`config.mk`:
```
export PLATFORM = sky130hd
export DESIGN_NAME = text_frame_byte_parser
export DESIGN_NICKNAME = d
export VERILOG_FILES = /design/src/hdl/tfbp_pkg.sv /design/src/hdl/tfbp_front.sv /design/src/hdl/tfbp_back.sv /design/src/hdl/text_frame_byte_parser.sv
export SDC_FILE = /design/constraint.sdc
export NUM_CORES = 1
export LEC_CHECK = 0
export BUFFER_PORTS_ARGS = -buffer_cell sky130_fd_sc_hd__buf_2
export CAP_MARGIN = 10
export CORE_AREA = 2 2 176 248
export CTS_CLUSTER_DIAMETER = 150
export DETAILED_ROUTE_END_ITERATION = 10
export DIE_AREA = 0 0 178 250
export GPL_TIMING_DRIVEN = 0
export PLACE_DENSITY = 0.75
export SLEW_MARGIN = 20
export SYNTH_ARGS = -nofsm -noshare
export SYNTH_HDL_FRONTEND = slang
export SYNTH_HIERARCHICAL = 1
export SYNTH_SLANG_ARGS = --single-unit
export TNS_END_PERCENT = 30
```
`constraint.sdc`:
```
create_clock -name clk_i -period 5.65 [get_ports clk_i]
set_input_delay 0.8475 -clock clk_i [delete_from_list [all_inputs] [get_ports clk_i]]
set_output_delay 0.8475 -clock clk_i [all_outputs]
set_load 0.02 [all_outputs]
```
`src/hdl/tfbp_pkg.sv`:
```
// ----------------------------------------------------------------------------
// tfbp_pkg
// Shared types and constants of the text frame byte parser.
// ----------------------------------------------------------------------------
`timescale 1ns / 1ps
package tfbp_pkg;
  localparam int unsigned LengthBitsDefault = 64;
  localparam int unsigned LimitW = 13;
  localparam int unsigned CountW = 13;
  localparam int unsigned ClLen = 14;

  typedef enum logic [3:0] {
    PH_START, PH_START_LF, PH_CMD, PH_CMD_LF, PH_HDR, PH_HDR_LF, PH_KEY,
    PH_VAL, PH_VAL_LF, PH_BODY_NUL, PH_BODY_LEN, PH_BODY_FINAL
  } phase_e;

  typedef enum logic [1:0] {ST_MORE = 2'd0, ST_DONE = 2'd1, ST_FAIL = 2'd2} status_e;
  typedef enum logic [1:0] {ERR_BAD = 2'd0, ERR_CMD_LONG = 2'd1, ERR_HDR_LARGE = 2'd2}
    err_e;
  typedef enum logic [2:0] {
    CL_NONE, CL_CMD, CL_CMD_END, CL_KEY, CL_KEY_END, CL_VAL, CL_VAL_END, CL_BODY
  } class_e;

  localparam logic [1:0] CFG_CMD = 2'd0;
  localparam logic [1:0] CFG_KEY = 2'd1;
  localparam logic [1:0] CFG_VAL = 2'd2;

  localparam logic [7:0] CH_LF = 8'd10;
  localparam logic [7:0] CH_CR = 8'd13;
  localparam logic [7:0] CH_COLON = 8'h3A;

  // byte classification passed from front to back
  typedef struct packed {
    logic [7:0] data;
    logic       is_lf;
    logic       is_cr;
    logic       is_colon;
    logic       is_nul;
    logic       is_print;
    logic       is_digit;
    logic [3:0] digit;
  } tok_t;

  function automatic logic [7:0] key_char(input logic [3:0] pos);
    logic [7:0] c;
    unique case (pos)
      4'd0: c = "c";  4'd1: c = "o";  4'd2: c = "n";  4'd3: c = "t";
      4'd4: c = "e";  4'd5: c = "n";  4'd6: c = "t";  4'd7: c = "-";
      4'd8: c = "l";  4'd9: c = "e";  4'd10: c = "n"; 4'd11: c = "g";
      4'd12: c = "t"; 4'd13: c = "h";
      default: c = 8'h00;
    endcase
    return c;
  endfunction
endpackage

```
`src/hdl/tfbp_front.sv`:
```
// ----------------------------------------------------------------------------
// tfbp_front
// Accepts input bytes, classifies them, and queues them for the parser.
// ----------------------------------------------------------------------------
`timescale 1ns / 1ps
module tfbp_front (
  input  logic            clk_i,
  input  logic            rst_ni,
  input  logic            in_valid,
  output logic            in_ready,
  input  logic [7:0]      in_byte_i,
  output logic            tok_valid_o,
  input  logic            tok_ready_i,
  output tfbp_pkg::tok_t  tok_o
);
  tfbp_pkg::tok_t       mem_q [2];
  logic           [1:0] cnt_q, cnt_d;
  logic                 wp_q, rp_q;
  tfbp_pkg::tok_t       t;
  logic                 push, pop;

  always_comb begin
    t.data     = in_byte_i;
    t.is_lf    = in_byte_i == tfbp_pkg::CH_LF;
    t.is_cr    = in_byte_i == tfbp_pkg::CH_CR;
    t.is_colon = in_byte_i == tfbp_pkg::CH_COLON;
    t.is_nul   = in_byte_i == 8'h00;
    t.is_print = in_byte_i >= 8'h20 && in_byte_i <= 8'h7E;
    t.is_digit = in_byte_i >= 8'h30 && in_byte_i <= 8'h39;
    t.digit    = 4'(in_byte_i - 8'h30);
  end

  assign in_ready    = cnt_q != 2'd2;
  assign push        = in_valid && in_ready;
  assign tok_valid_o = cnt_q != 2'd0;
  assign pop         = tok_valid_o && tok_ready_i;
  assign tok_o       = mem_q[rp_q];

  always_comb begin
    cnt_d = cnt_q;
    if (push && !pop) cnt_d = cnt_q + 2'd1;
    else if (pop && !push) cnt_d = cnt_q - 2'd1;
  end

  always_ff @(posedge clk_i or negedge rst_ni) begin
    if (!rst_ni) begin
      cnt_q <= '0;
      wp_q  <= 1'b0;
      rp_q  <= 1'b0;
    end else begin
      cnt_q <= cnt_d;
      if (push) wp_q <= !wp_q;
      if (pop) rp_q <= !rp_q;
    end
  end

  always_ff @(posedge clk_i) begin
    if (push) mem_q[wp_q] <= t;
  end
endmodule

```
`src/hdl/tfbp_back.sv`:
```
// ----------------------------------------------------------------------------
// tfbp_back
// Frame parse state machine with registered result output.
// ----------------------------------------------------------------------------
`timescale 1ns / 1ps
module tfbp_back #(
  parameter int unsigned LENGTH_BITS = tfbp_pkg::LengthBitsDefault
) (
  input  logic                 clk_i,
  input  logic                 rst_ni,
  input  logic                 tok_valid_i,
  output logic                 tok_ready_o,
  input  tfbp_pkg::tok_t       tok_i,
  input  logic [12:0]          cmd_lim_i,
  input  logic [12:0]          key_lim_i,
  input  logic [12:0]          val_lim_i,
  output logic                 out_valid,
  input  logic                 out_ready,
  output logic [1:0]           status_o,
  output logic [1:0]           error_kind_o,
  output logic [2:0]           byte_class_o,
  output logic [7:0]           out_byte_o
);
  localparam int unsigned LW = LENGTH_BITS;

  tfbp_pkg::phase_e phase_q, phase_d;
  logic [12:0]   cnt_q, cnt_d;
  logic [3:0]    kpos_q, kpos_d;
  logic          kmatch_q, kmatch_d, isl_q, isl_d, dv_q, dv_d;
  logic          lp_q, lp_d, lbad_q, lbad_d;
  logic [LW-1:0] acc_q, acc_d, dlen_q, dlen_d, rem_q, rem_d;
  tfbp_pkg::err_e fk_q, fk_d;

  logic          ov_q;
  logic [1:0]    st_q, ek_q;
  logic [2:0]    cl_q;
  logic [7:0]    ob_q;
  logic          step;

  logic [1:0]    st;
  logic [2:0]    cl;
  logic [7:0]    ob;
  logic          fail, done;
  logic [LW+3:0] prod;
  logic [7:0]    c;

  assign tok_ready_o = !ov_q || out_ready;
  assign step        = tok_valid_i && tok_ready_o;
  assign c           = tok_i.data;
  // acc*10 + d, overflow when any bit from LW upward is set
  assign prod        = ({4'd0, acc_q} << 3) + ({4'd0, acc_q} << 1) + (LW + 4)'(tok_i.digit);

  always_comb begin
    phase_d = phase_q; cnt_d = cnt_q; kpos_d = kpos_q; kmatch_d = kmatch_q;
    isl_d = isl_q; dv_d = dv_q; lp_d = lp_q; lbad_d = lbad_q;
    acc_d = acc_q; dlen_d = dlen_q; rem_d = rem_q; fk_d = fk_q;
    fail = 1'b0; done = 1'b0; cl = tfbp_pkg::CL_NONE; ob = 8'h00;
    unique case (phase_q)
      tfbp_pkg::PH_START: begin
        if (tok_i.is_lf) done = 1'b1;
        else if (tok_i.is_cr) phase_d = tfbp_pkg::PH_START_LF;
        else if (tok_i.is_print) begin
          cnt_d = 13'd1; phase_d = tfbp_pkg::PH_CMD; cl = tfbp_pkg::CL_CMD; ob = c;
        end else fail = 1'b1;
      end
      tfbp_pkg::PH_START_LF: begin
        if (tok_i.is_lf) done = 1'b1; else fail = 1'b1;
      end
      tfbp_pkg::PH_CMD, tfbp_pkg::PH_CMD_LF: begin
        if (tok_i.is_lf) begin
          cnt_d = '0; phase_d = tfbp_pkg::PH_HDR; cl = tfbp_pkg::CL_CMD_END;
        end else if (phase_q == tfbp_pkg::PH_CMD_LF) fail = 1'b1;
        else if (tok_i.is_cr) phase_d = tfbp_pkg::PH_CMD_LF;
        else if (tok_i.is_print) begin
          if (cnt_q < cmd_lim_i) begin
            cnt_d = cnt_q + 13'd1; cl = tfbp_pkg::CL_CMD; ob = c;
          end else begin
            fk_d = tfbp_pkg::ERR_CMD_LONG; fail = 1'b1;
          end
        end else fail = 1'b1;
      end
      tfbp_pkg::PH_HDR, tfbp_pkg::PH_HDR_LF: begin
        if (tok_i.is_lf) begin
          if (lp_q) begin
            if (lbad_q) fail = 1'b1;
            else begin
              rem_d = dlen_q;
              phase_d = (dlen_q != '0) ? tfbp_pkg::PH_BODY_LEN : tfbp_pkg::PH_BODY_FINAL;
            end
          end else phase_d = tfbp_pkg::PH_BODY_NUL;
        end else if (phase_q == tfbp_pkg::PH_HDR_LF || tok_i.is_colon) fail = 1'b1;
        else if (tok_i.is_cr) phase_d = tfbp_pkg::PH_HDR_LF;
        else if (tok_i.is_print) begin
          kmatch_d = c == tfbp_pkg::key_char(4'd0);
          kpos_d = kmatch_d ? 4'd1 : 4'd0;
          cnt_d = 13'd1; phase_d = tfbp_pkg::PH_KEY; cl = tfbp_pkg::CL_KEY; ob = c;
        end else fail = 1'b1;
      end
      tfbp_pkg::PH_KEY: begin
        if (tok_i.is_lf || tok_i.is_cr) fail = 1'b1;
        else if (tok_i.is_colon) begin
          isl_d = kmatch_q && kpos_q == 4'(tfbp_pkg::ClLen);
          cnt_d = '0; dv_d = 1'b0; acc_d = '0; phase_d = tfbp_pkg::PH_VAL;
          cl = tfbp_pkg::CL_KEY_END;
        end else if (tok_i.is_print) begin
          if (cnt_q < key_lim_i) begin
            if (kmatch_q && kpos_q < 4'(tfbp_pkg::ClLen) && c == tfbp_pkg::key_char(kpos_q))
              kpos_d = kpos_q + 4'd1;
            else kmatch_d = 1'b0;
            cnt_d = cnt_q + 13'd1; cl = tfbp_pkg::CL_KEY; ob = c;
          end else begin
            fk_d = tfbp_pkg::ERR_HDR_LARGE; fail = 1'b1;
          end
        end else fail = 1'b1;
      end
      tfbp_pkg::PH_VAL, tfbp_pkg::PH_VAL_LF: begin
        if (tok_i.is_lf) begin
          if (isl_q) begin
            lp_d = 1'b1; lbad_d = !dv_q; dlen_d = acc_q;
          end
          cnt_d = '0; isl_d = 1'b0; dv_d = 1'b0; acc_d = '0;
          phase_d = tfbp_pkg::PH_HDR; cl = tfbp_pkg::CL_VAL_END;
        end else if (phase_q == tfbp_pkg::PH_VAL_LF) fail = 1'b1;
        else if (tok_i.is_cr) phase_d = tfbp_pkg::PH_VAL_LF;
        else if (tok_i.is_print) begin
          if (cnt_q < val_lim_i) begin
            if (!tok_i.is_digit) dv_d = 1'b0;
            else if (cnt_q == '0) begin
              dv_d = 1'b1; acc_d = LW'(tok_i.digit);
            end else if (dv_q) begin
              if (prod[LW+3:LW] != 4'd0) dv_d = 1'b0;
              else acc_d = prod[LW-1:0];
            end
            cnt_d = cnt_q + 13'd1; cl = tfbp_pkg::CL_VAL; ob = c;
          end else begin
            fk_d = tfbp_pkg::ERR_HDR_LARGE; fail = 1'b1;
          end
        end else fail = 1'b1;
      end
      tfbp_pkg::PH_BODY_NUL: begin
        if (tok_i.is_nul) done = 1'b1;
        else begin
          cl = tfbp_pkg::CL_BODY; ob = c;
        end
      end
      tfbp_pkg::PH_BODY_LEN: begin
        cl = tfbp_pkg::CL_BODY; ob = c;
        rem_d = rem_q - LW'(1);
        if (rem_q == LW'(1)) phase_d = tfbp_pkg::PH_BODY_FINAL;
      end
      tfbp_pkg::PH_BODY_FINAL: begin
        if (tok_i.is_nul) done = 1'b1; else fail = 1'b1;
      end
      default: fail = 1'b1;
    endcase
    st = tfbp_pkg::ST_MORE;
    if (fail) begin
      st = tfbp_pkg::ST_FAIL; cl = tfbp_pkg::CL_NONE; ob = 8'h00;
    end else if (done) begin
      st = tfbp_pkg::ST_DONE; cl = tfbp_pkg::CL_NONE; ob = 8'h00;
    end
  end

  always_ff @(posedge clk_i or negedge rst_ni) begin
    if (!rst_ni) begin
      phase_q <= tfbp_pkg::PH_START; cnt_q <= '0; kpos_q <= '0; kmatch_q <= 1'b1;
      isl_q <= 1'b0; dv_q <= 1'b0; lp_q <= 1'b0; lbad_q <= 1'b0;
      acc_q <= '0; dlen_q <= '0; rem_q <= '0; fk_q <= tfbp_pkg::ERR_BAD;
      ov_q <= 1'b0;
    end else begin
      if (out_valid && out_ready) ov_q <= 1'b0;
      if (step) begin
        ov_q <= 1'b1;
        if (fail || done) begin
          phase_q <= tfbp_pkg::PH_START; cnt_q <= '0; kpos_q <= '0; kmatch_q <= 1'b1;
          isl_q <= 1'b0; dv_q <= 1'b0; lp_q <= 1'b0; lbad_q <= 1'b0;
          acc_q <= '0; dlen_q <= '0; rem_q <= '0; fk_q <= tfbp_pkg::ERR_BAD;
        end else begin
          phase_q <= phase_d; cnt_q <= cnt_d; kpos_q <= kpos_d; kmatch_q <= kmatch_d;
          isl_q <= isl_d; dv_q <= dv_d; lp_q <= lp_d; lbad_q <= lbad_d;
          acc_q <= acc_d; dlen_q <= dlen_d; rem_q <= rem_d; fk_q <= fk_d;
        end
      end
    end
  end

  always_ff @(posedge clk_i) begin
    if (step) begin
      st_q <= st;
      ek_q <= fail ? fk_d : tfbp_pkg::ERR_BAD;
      cl_q <= cl;
      ob_q <= ob;
    end
  end

  assign out_valid    = ov_q;
  assign status_o     = st_q;
  assign error_kind_o = ek_q;
  assign byte_class_o = cl_q;
  assign out_byte_o   = ob_q;
endmodule

```
`src/hdl/text_frame_byte_parser.sv`:
```
// ----------------------------------------------------------------------------
// text_frame_byte_parser
// Streaming text frame parser: one byte in, one tagged result out.
// ----------------------------------------------------------------------------
// channel | direction | handshake            | payload
// in      | input     | in_valid / in_ready  | in_byte_i
// out     | output    | out_valid / out_ready| status_o, error_kind_o, byte_class_o, out_byte_o
// cfg     | input     | cfg_we_i             | cfg_idx_i, cfg_data_i
// One byte per cycle sustained while out_ready stays high; results pass input queue, result register.
// The parse state machine step sets the cycle time.
// Reset clears the parser to frame start and limits to 256/256/4096.
// Output stall fills the two-entry queue, then drops in_ready.
`timescale 1ns / 1ps
module text_frame_byte_parser #(
  parameter int unsigned LENGTH_BITS = tfbp_pkg::LengthBitsDefault
) (
  input  logic        clk_i,
  input  logic        rst_ni,
  input  logic        in_valid,
  output logic        in_ready,
  input  logic [7:0]  in_byte_i,
  output logic        out_valid,
  input  logic        out_ready,
  output logic [1:0]  status_o,
  output logic [1:0]  error_kind_o,
  output logic [2:0]  byte_class_o,
  output logic [7:0]  out_byte_o,
  input  logic        cfg_we_i,
  input  logic [1:0]  cfg_idx_i,
  input  logic [12:0] cfg_data_i
);
  logic [12:0]    cmd_lim_q, key_lim_q, val_lim_q;
  logic           tok_valid, tok_ready;
  tfbp_pkg::tok_t tok;

  always_ff @(posedge clk_i or negedge rst_ni) begin
    if (!rst_ni) begin
      cmd_lim_q <= 13'd256;
      key_lim_q <= 13'd256;
      val_lim_q <= 13'd4096;
    end else if (cfg_we_i) begin
      if (cfg_idx_i == tfbp_pkg::CFG_CMD) cmd_lim_q <= cfg_data_i;
      if (cfg_idx_i == tfbp_pkg::CFG_KEY) key_lim_q <= cfg_data_i;
      if (cfg_idx_i == tfbp_pkg::CFG_VAL) val_lim_q <= cfg_data_i;
    end
  end

  tfbp_front u_front (
    .clk_i, .rst_ni, .in_valid, .in_ready, .in_byte_i,
    .tok_valid_o(tok_valid), .tok_ready_i(tok_ready), .tok_o(tok)
  );

  tfbp_back #(.LENGTH_BITS(LENGTH_BITS)) u_back (
    .clk_i, .rst_ni, .tok_valid_i(tok_valid), .tok_ready_o(tok_ready), .tok_i(tok),
    .cmd_lim_i(cmd_lim_q), .key_lim_i(key_lim_q), .val_lim_i(val_lim_q),
    .out_valid, .out_ready, .status_o, .error_kind_o, .byte_class_o, .out_byte_o
  );
endmodule

```
==> flow_summary.toml <==
[status]
status = "completed"

[synth]
ys.flop_type = "dfrtp_1"
synth-edff-count = 43
synth_top_area_cell = "dfrtp_1"
yosysSeqAreaShare_pct = 37.8
avgSynthCellArea_sq_um = 8.84
yosysWarnings = 6
postSynthCellCount = 2367
synth_fp_nets = 2571
ys_top_cells_by_count = "nand2_1 (262), dfrtp_1 (260), o21ai_0 (260)"
ys_types = 87
post-synth-top-count-cell = "nand2_1"
async_reset_ff_share_pct = 86.0
synth_top_area_share_pct = 31.1
ys_ff_latch = 307
ys_top_cells_by_area = "dfrtp_1 (31%), ha_1 (10%), o21ai_0 (6.2%), edfxtp_1 (6.2%), nand2_1 (4.7%)"
synth.cell_area_sq_um = 20900

[timing]
hold_viol_final = 0
setup_viol = 0
whs_ns = 0.260
grt_setup_unrepaired = "false"
fin_crit_sh_pct = 96.2
finalSetupTns_ns = 0
finClkSkew_ns = 0.0183
tightest_slew_ns = 1.17
slew_headroom_pct = 21.4
slew_viol_final = 0
fin_crit_ns = 5.44
fmax_mhz = 184

[routing]
drt.antenna.violating_nets = 0
detail_route.first_pass.iterations = 8
drc = 0
viasPerCell = 6.20
drtIter0Drc = 1785
routedWlPerCell_um = 20.8
totalWireLength_um = 62800
via_count = 18721

[setup_path]
worstSetupPathType = "register to register"
r2r_end = "u_back/acc_q[36]"
r2r-start = "u_front/rp_q"
cp_max_fo = 10
worstSetupEndpointType = "register"
cp.arrival_ns = 5.91
reg2regPathDepth = 18
start_kind = "register"
r2r_setup_slack_ns = 0.21
cp.required_ns = 6.12

[floorplanning]
initial_core_util_pct = 49.3
die_area_sq_um = 44500
die_y_um = 250
num_rows = 90
core_area_sq_um = 42500
die_w_um = 178
boundaryPins = 45

[power_and_ir_drop]
power_mw = 8.73
leakage_nw = 10.4
cellPowerDensity_nw_per_um2 = 380
ir_drop_v = 0.000332

[global_routing]
grt_max_degree = 99
antenna_found_initial = 0
grt_pass1_wl_um = 99100
grt.overflow.total = 0
gr-usage-all-layers_pct = 28.0
grt_pass1_vias = 18754

[cells_and_area]
fillerInstances = 3820
num_antenna_cells = 0
layout-drive-gt1-share_pct = 10.8
num-nets-final = 2649
final_cell_area_sq_um = 23000
final_core_util_pct = 54.1
syn_to_final_growth_pct = 9.76

[clock_tree]
cts_sinks = 307
clk_pin_slew_worst_paths_ns = 0.07
post_cts_buffers = 0
cts.path.max_buffers = 3
clock_latency_ns = 0.59
htree_levels = 1
cts_root_buffer = "clkbuf_16"
cts-buffers-inserted = 31
cts_tree = "done"

[place]
placed_cell_area_sq_um = 21900
port_buffers = 44
hpwl_um = 48200
place_congestion = 0.959

[run]
drv_cap = 0

[worst_hold_path]
hold_path_class = "input pin to async pin"
per-layer routing:
layer,vias up,routed length (um),GRT usage (%)
li1,8750,-,-
met3,236,3060,2.50
met5,-,0,0
met1,8996,23600,31.6
met2,739,32700,51.4
met4,0,3500,15.0
stage by stage:
| stage | setup slack [ns] | std cells |
|---|---|---|
| after floorplan | 0.911 | 2367 |
| after global placement | -1.15 | 2963 |
| after detailed placement | -0.381 | 2965 |
| after CTS | 0.0163 | 3022 |
| after global routing | 0.0652 | 3021 |
| final | 0.213 | 3021 |
worst max path at each step:
stage                      start               end  slack [ns]  depth (start not counted)
floorplan           u_front/rp_q  u_back/acc_q[10]        0.91                         19
global placement          rst_ni  u_back/acc_q[19]       -1.15                          1
detailed placement  u_front/rp_q  u_back/acc_q[37]       -0.38                         19
CTS                 u_front/rp_q  u_back/acc_q[34]        0.02                         19
global route        u_front/rp_q  u_back/acc_q[36]        0.07                         18
finish              u_front/rp_q  u_back/acc_q[36]        0.21                         18
power breakdown:
group	internal [mW]	leakage [nW]	switching [mW]	total (mW)
clock network	1.20	0.523	0.912	2.11
logic	1.18	5.91	2.80	3.98
registers	2.51	3.99	0.133	2.64
total	4.89	10.4	3.85	8.73
registers in the layout, summed over array words and instances, names as in the netlist, 8 cells and up:
signal	cells
u_back/acc_q	64
u_back/dlen_q	64
u_back/rem_q	64
u_front/mem_q	28
cmd_lim_q	13
key_lim_q	13
u_back/cnt_q	13
val_lim_q	13
u_back/out_byte_o	8
cells in the final DEF, fill, tap and decap left out, types with 6 or more instances in the layout:
| master | instances |
|---|---|
| buf_4 | 7 |
| o21a_1 | 8 |
| nor2_1 | 232 |
| o21bai_1 | 10 |
| clkbuf_16 | 31 |
| nand4_1 | 35 |
| clkbuf_1 | 96 |
| xnor2_1 | 37 |
| nand3_1 | 44 |
| o211ai_1 | 13 |
| and3_1 | 28 |
| nor2b_1 | 12 |
| ha_1 | 174 |
| a211oi_1 | 15 |
| and2_1 | 20 |
| or2_2 | 12 |
| edfxtp_1 | 43 |
| a22oi_1 | 12 |
| buf_2 | 46 |
| mux2i_1 | 13 |
| nor4_1 | 48 |
| o22ai_1 | 14 |
| o21ai_0 | 259 |
| xor2_1 | 25 |
| a31oi_1 | 18 |
| mux2_2 | 60 |
| clkinv_2 | 10 |
| nand2_1 | 262 |
| nand2b_1 | 30 |
| nor3_1 | 73 |
| or4_1 | 8 |
| a21oi_1 | 189 |
| dfrtp_1 | 260 |
| a21o_1 | 25 |
| or3_1 | 14 |
| mux2_4 | 53 |
| o31ai_1 | 15 |
| inv_1 | 87 |
| a221oi_1 | 6 |
cell families (layout without fill, tap and decap cells):
| family | Yosys count | after routing | synth area share [%] |
|---|---|---|---|
| compound gates | 650 | 650 | 18.3 |
| fa+ha+maj | 176 | 176 | 10.6 |
| buf+inv | 205 | 307 | 4.29 |
| simple gates | 841 | 841 | 18.8 |
| xor+xnor | 62 | 62 | 2.60 |
| flops | 307 | 307 | 37.8 |
| mux | 126 | 126 | 7.65 |
final cells by class:
cell class,count,area (sq um),area share [%]
Tap cell,552,691,3.01
Inverter,88,330,1.44
Timing Repair Buffer,46,285,1.24
Buffer,116,567,2.47
Multi-Input combinational cell,1855,12100,52.9
Clock inverter,20,205,0.893
Sequential cell,307,7900,34.4
Clock buffer,37,838,3.65
worst max-delay path, cell delays in order, from the launching register on:
cell,delay (ns)
dfrtp_1,0.51
clkbuf_4,0.31
mux2_2,0.40
inv_1,0.15
fa_1,0.41
inv_1,0.12
ha_1,0.24
a21oi_1,0.31
o211ai_1,0.29
a21oi_2,0.29
a211oi_1,0.15
o21ai_2,0.38
a21oi_1,0.16
o211a_1,0.25
a2111o_1,0.44
a31o_1,0.25
buf_6,0.17
buf_6,0.18
mux2_4,0.30
repair_timing:
action	CTS	global route
gates resized for setup	3	2
hold buffers	0	0
gates cloned	0	0
endpoints found under the setup margin	64	64
No activity file was read; power rests on OpenSTA's default activity.
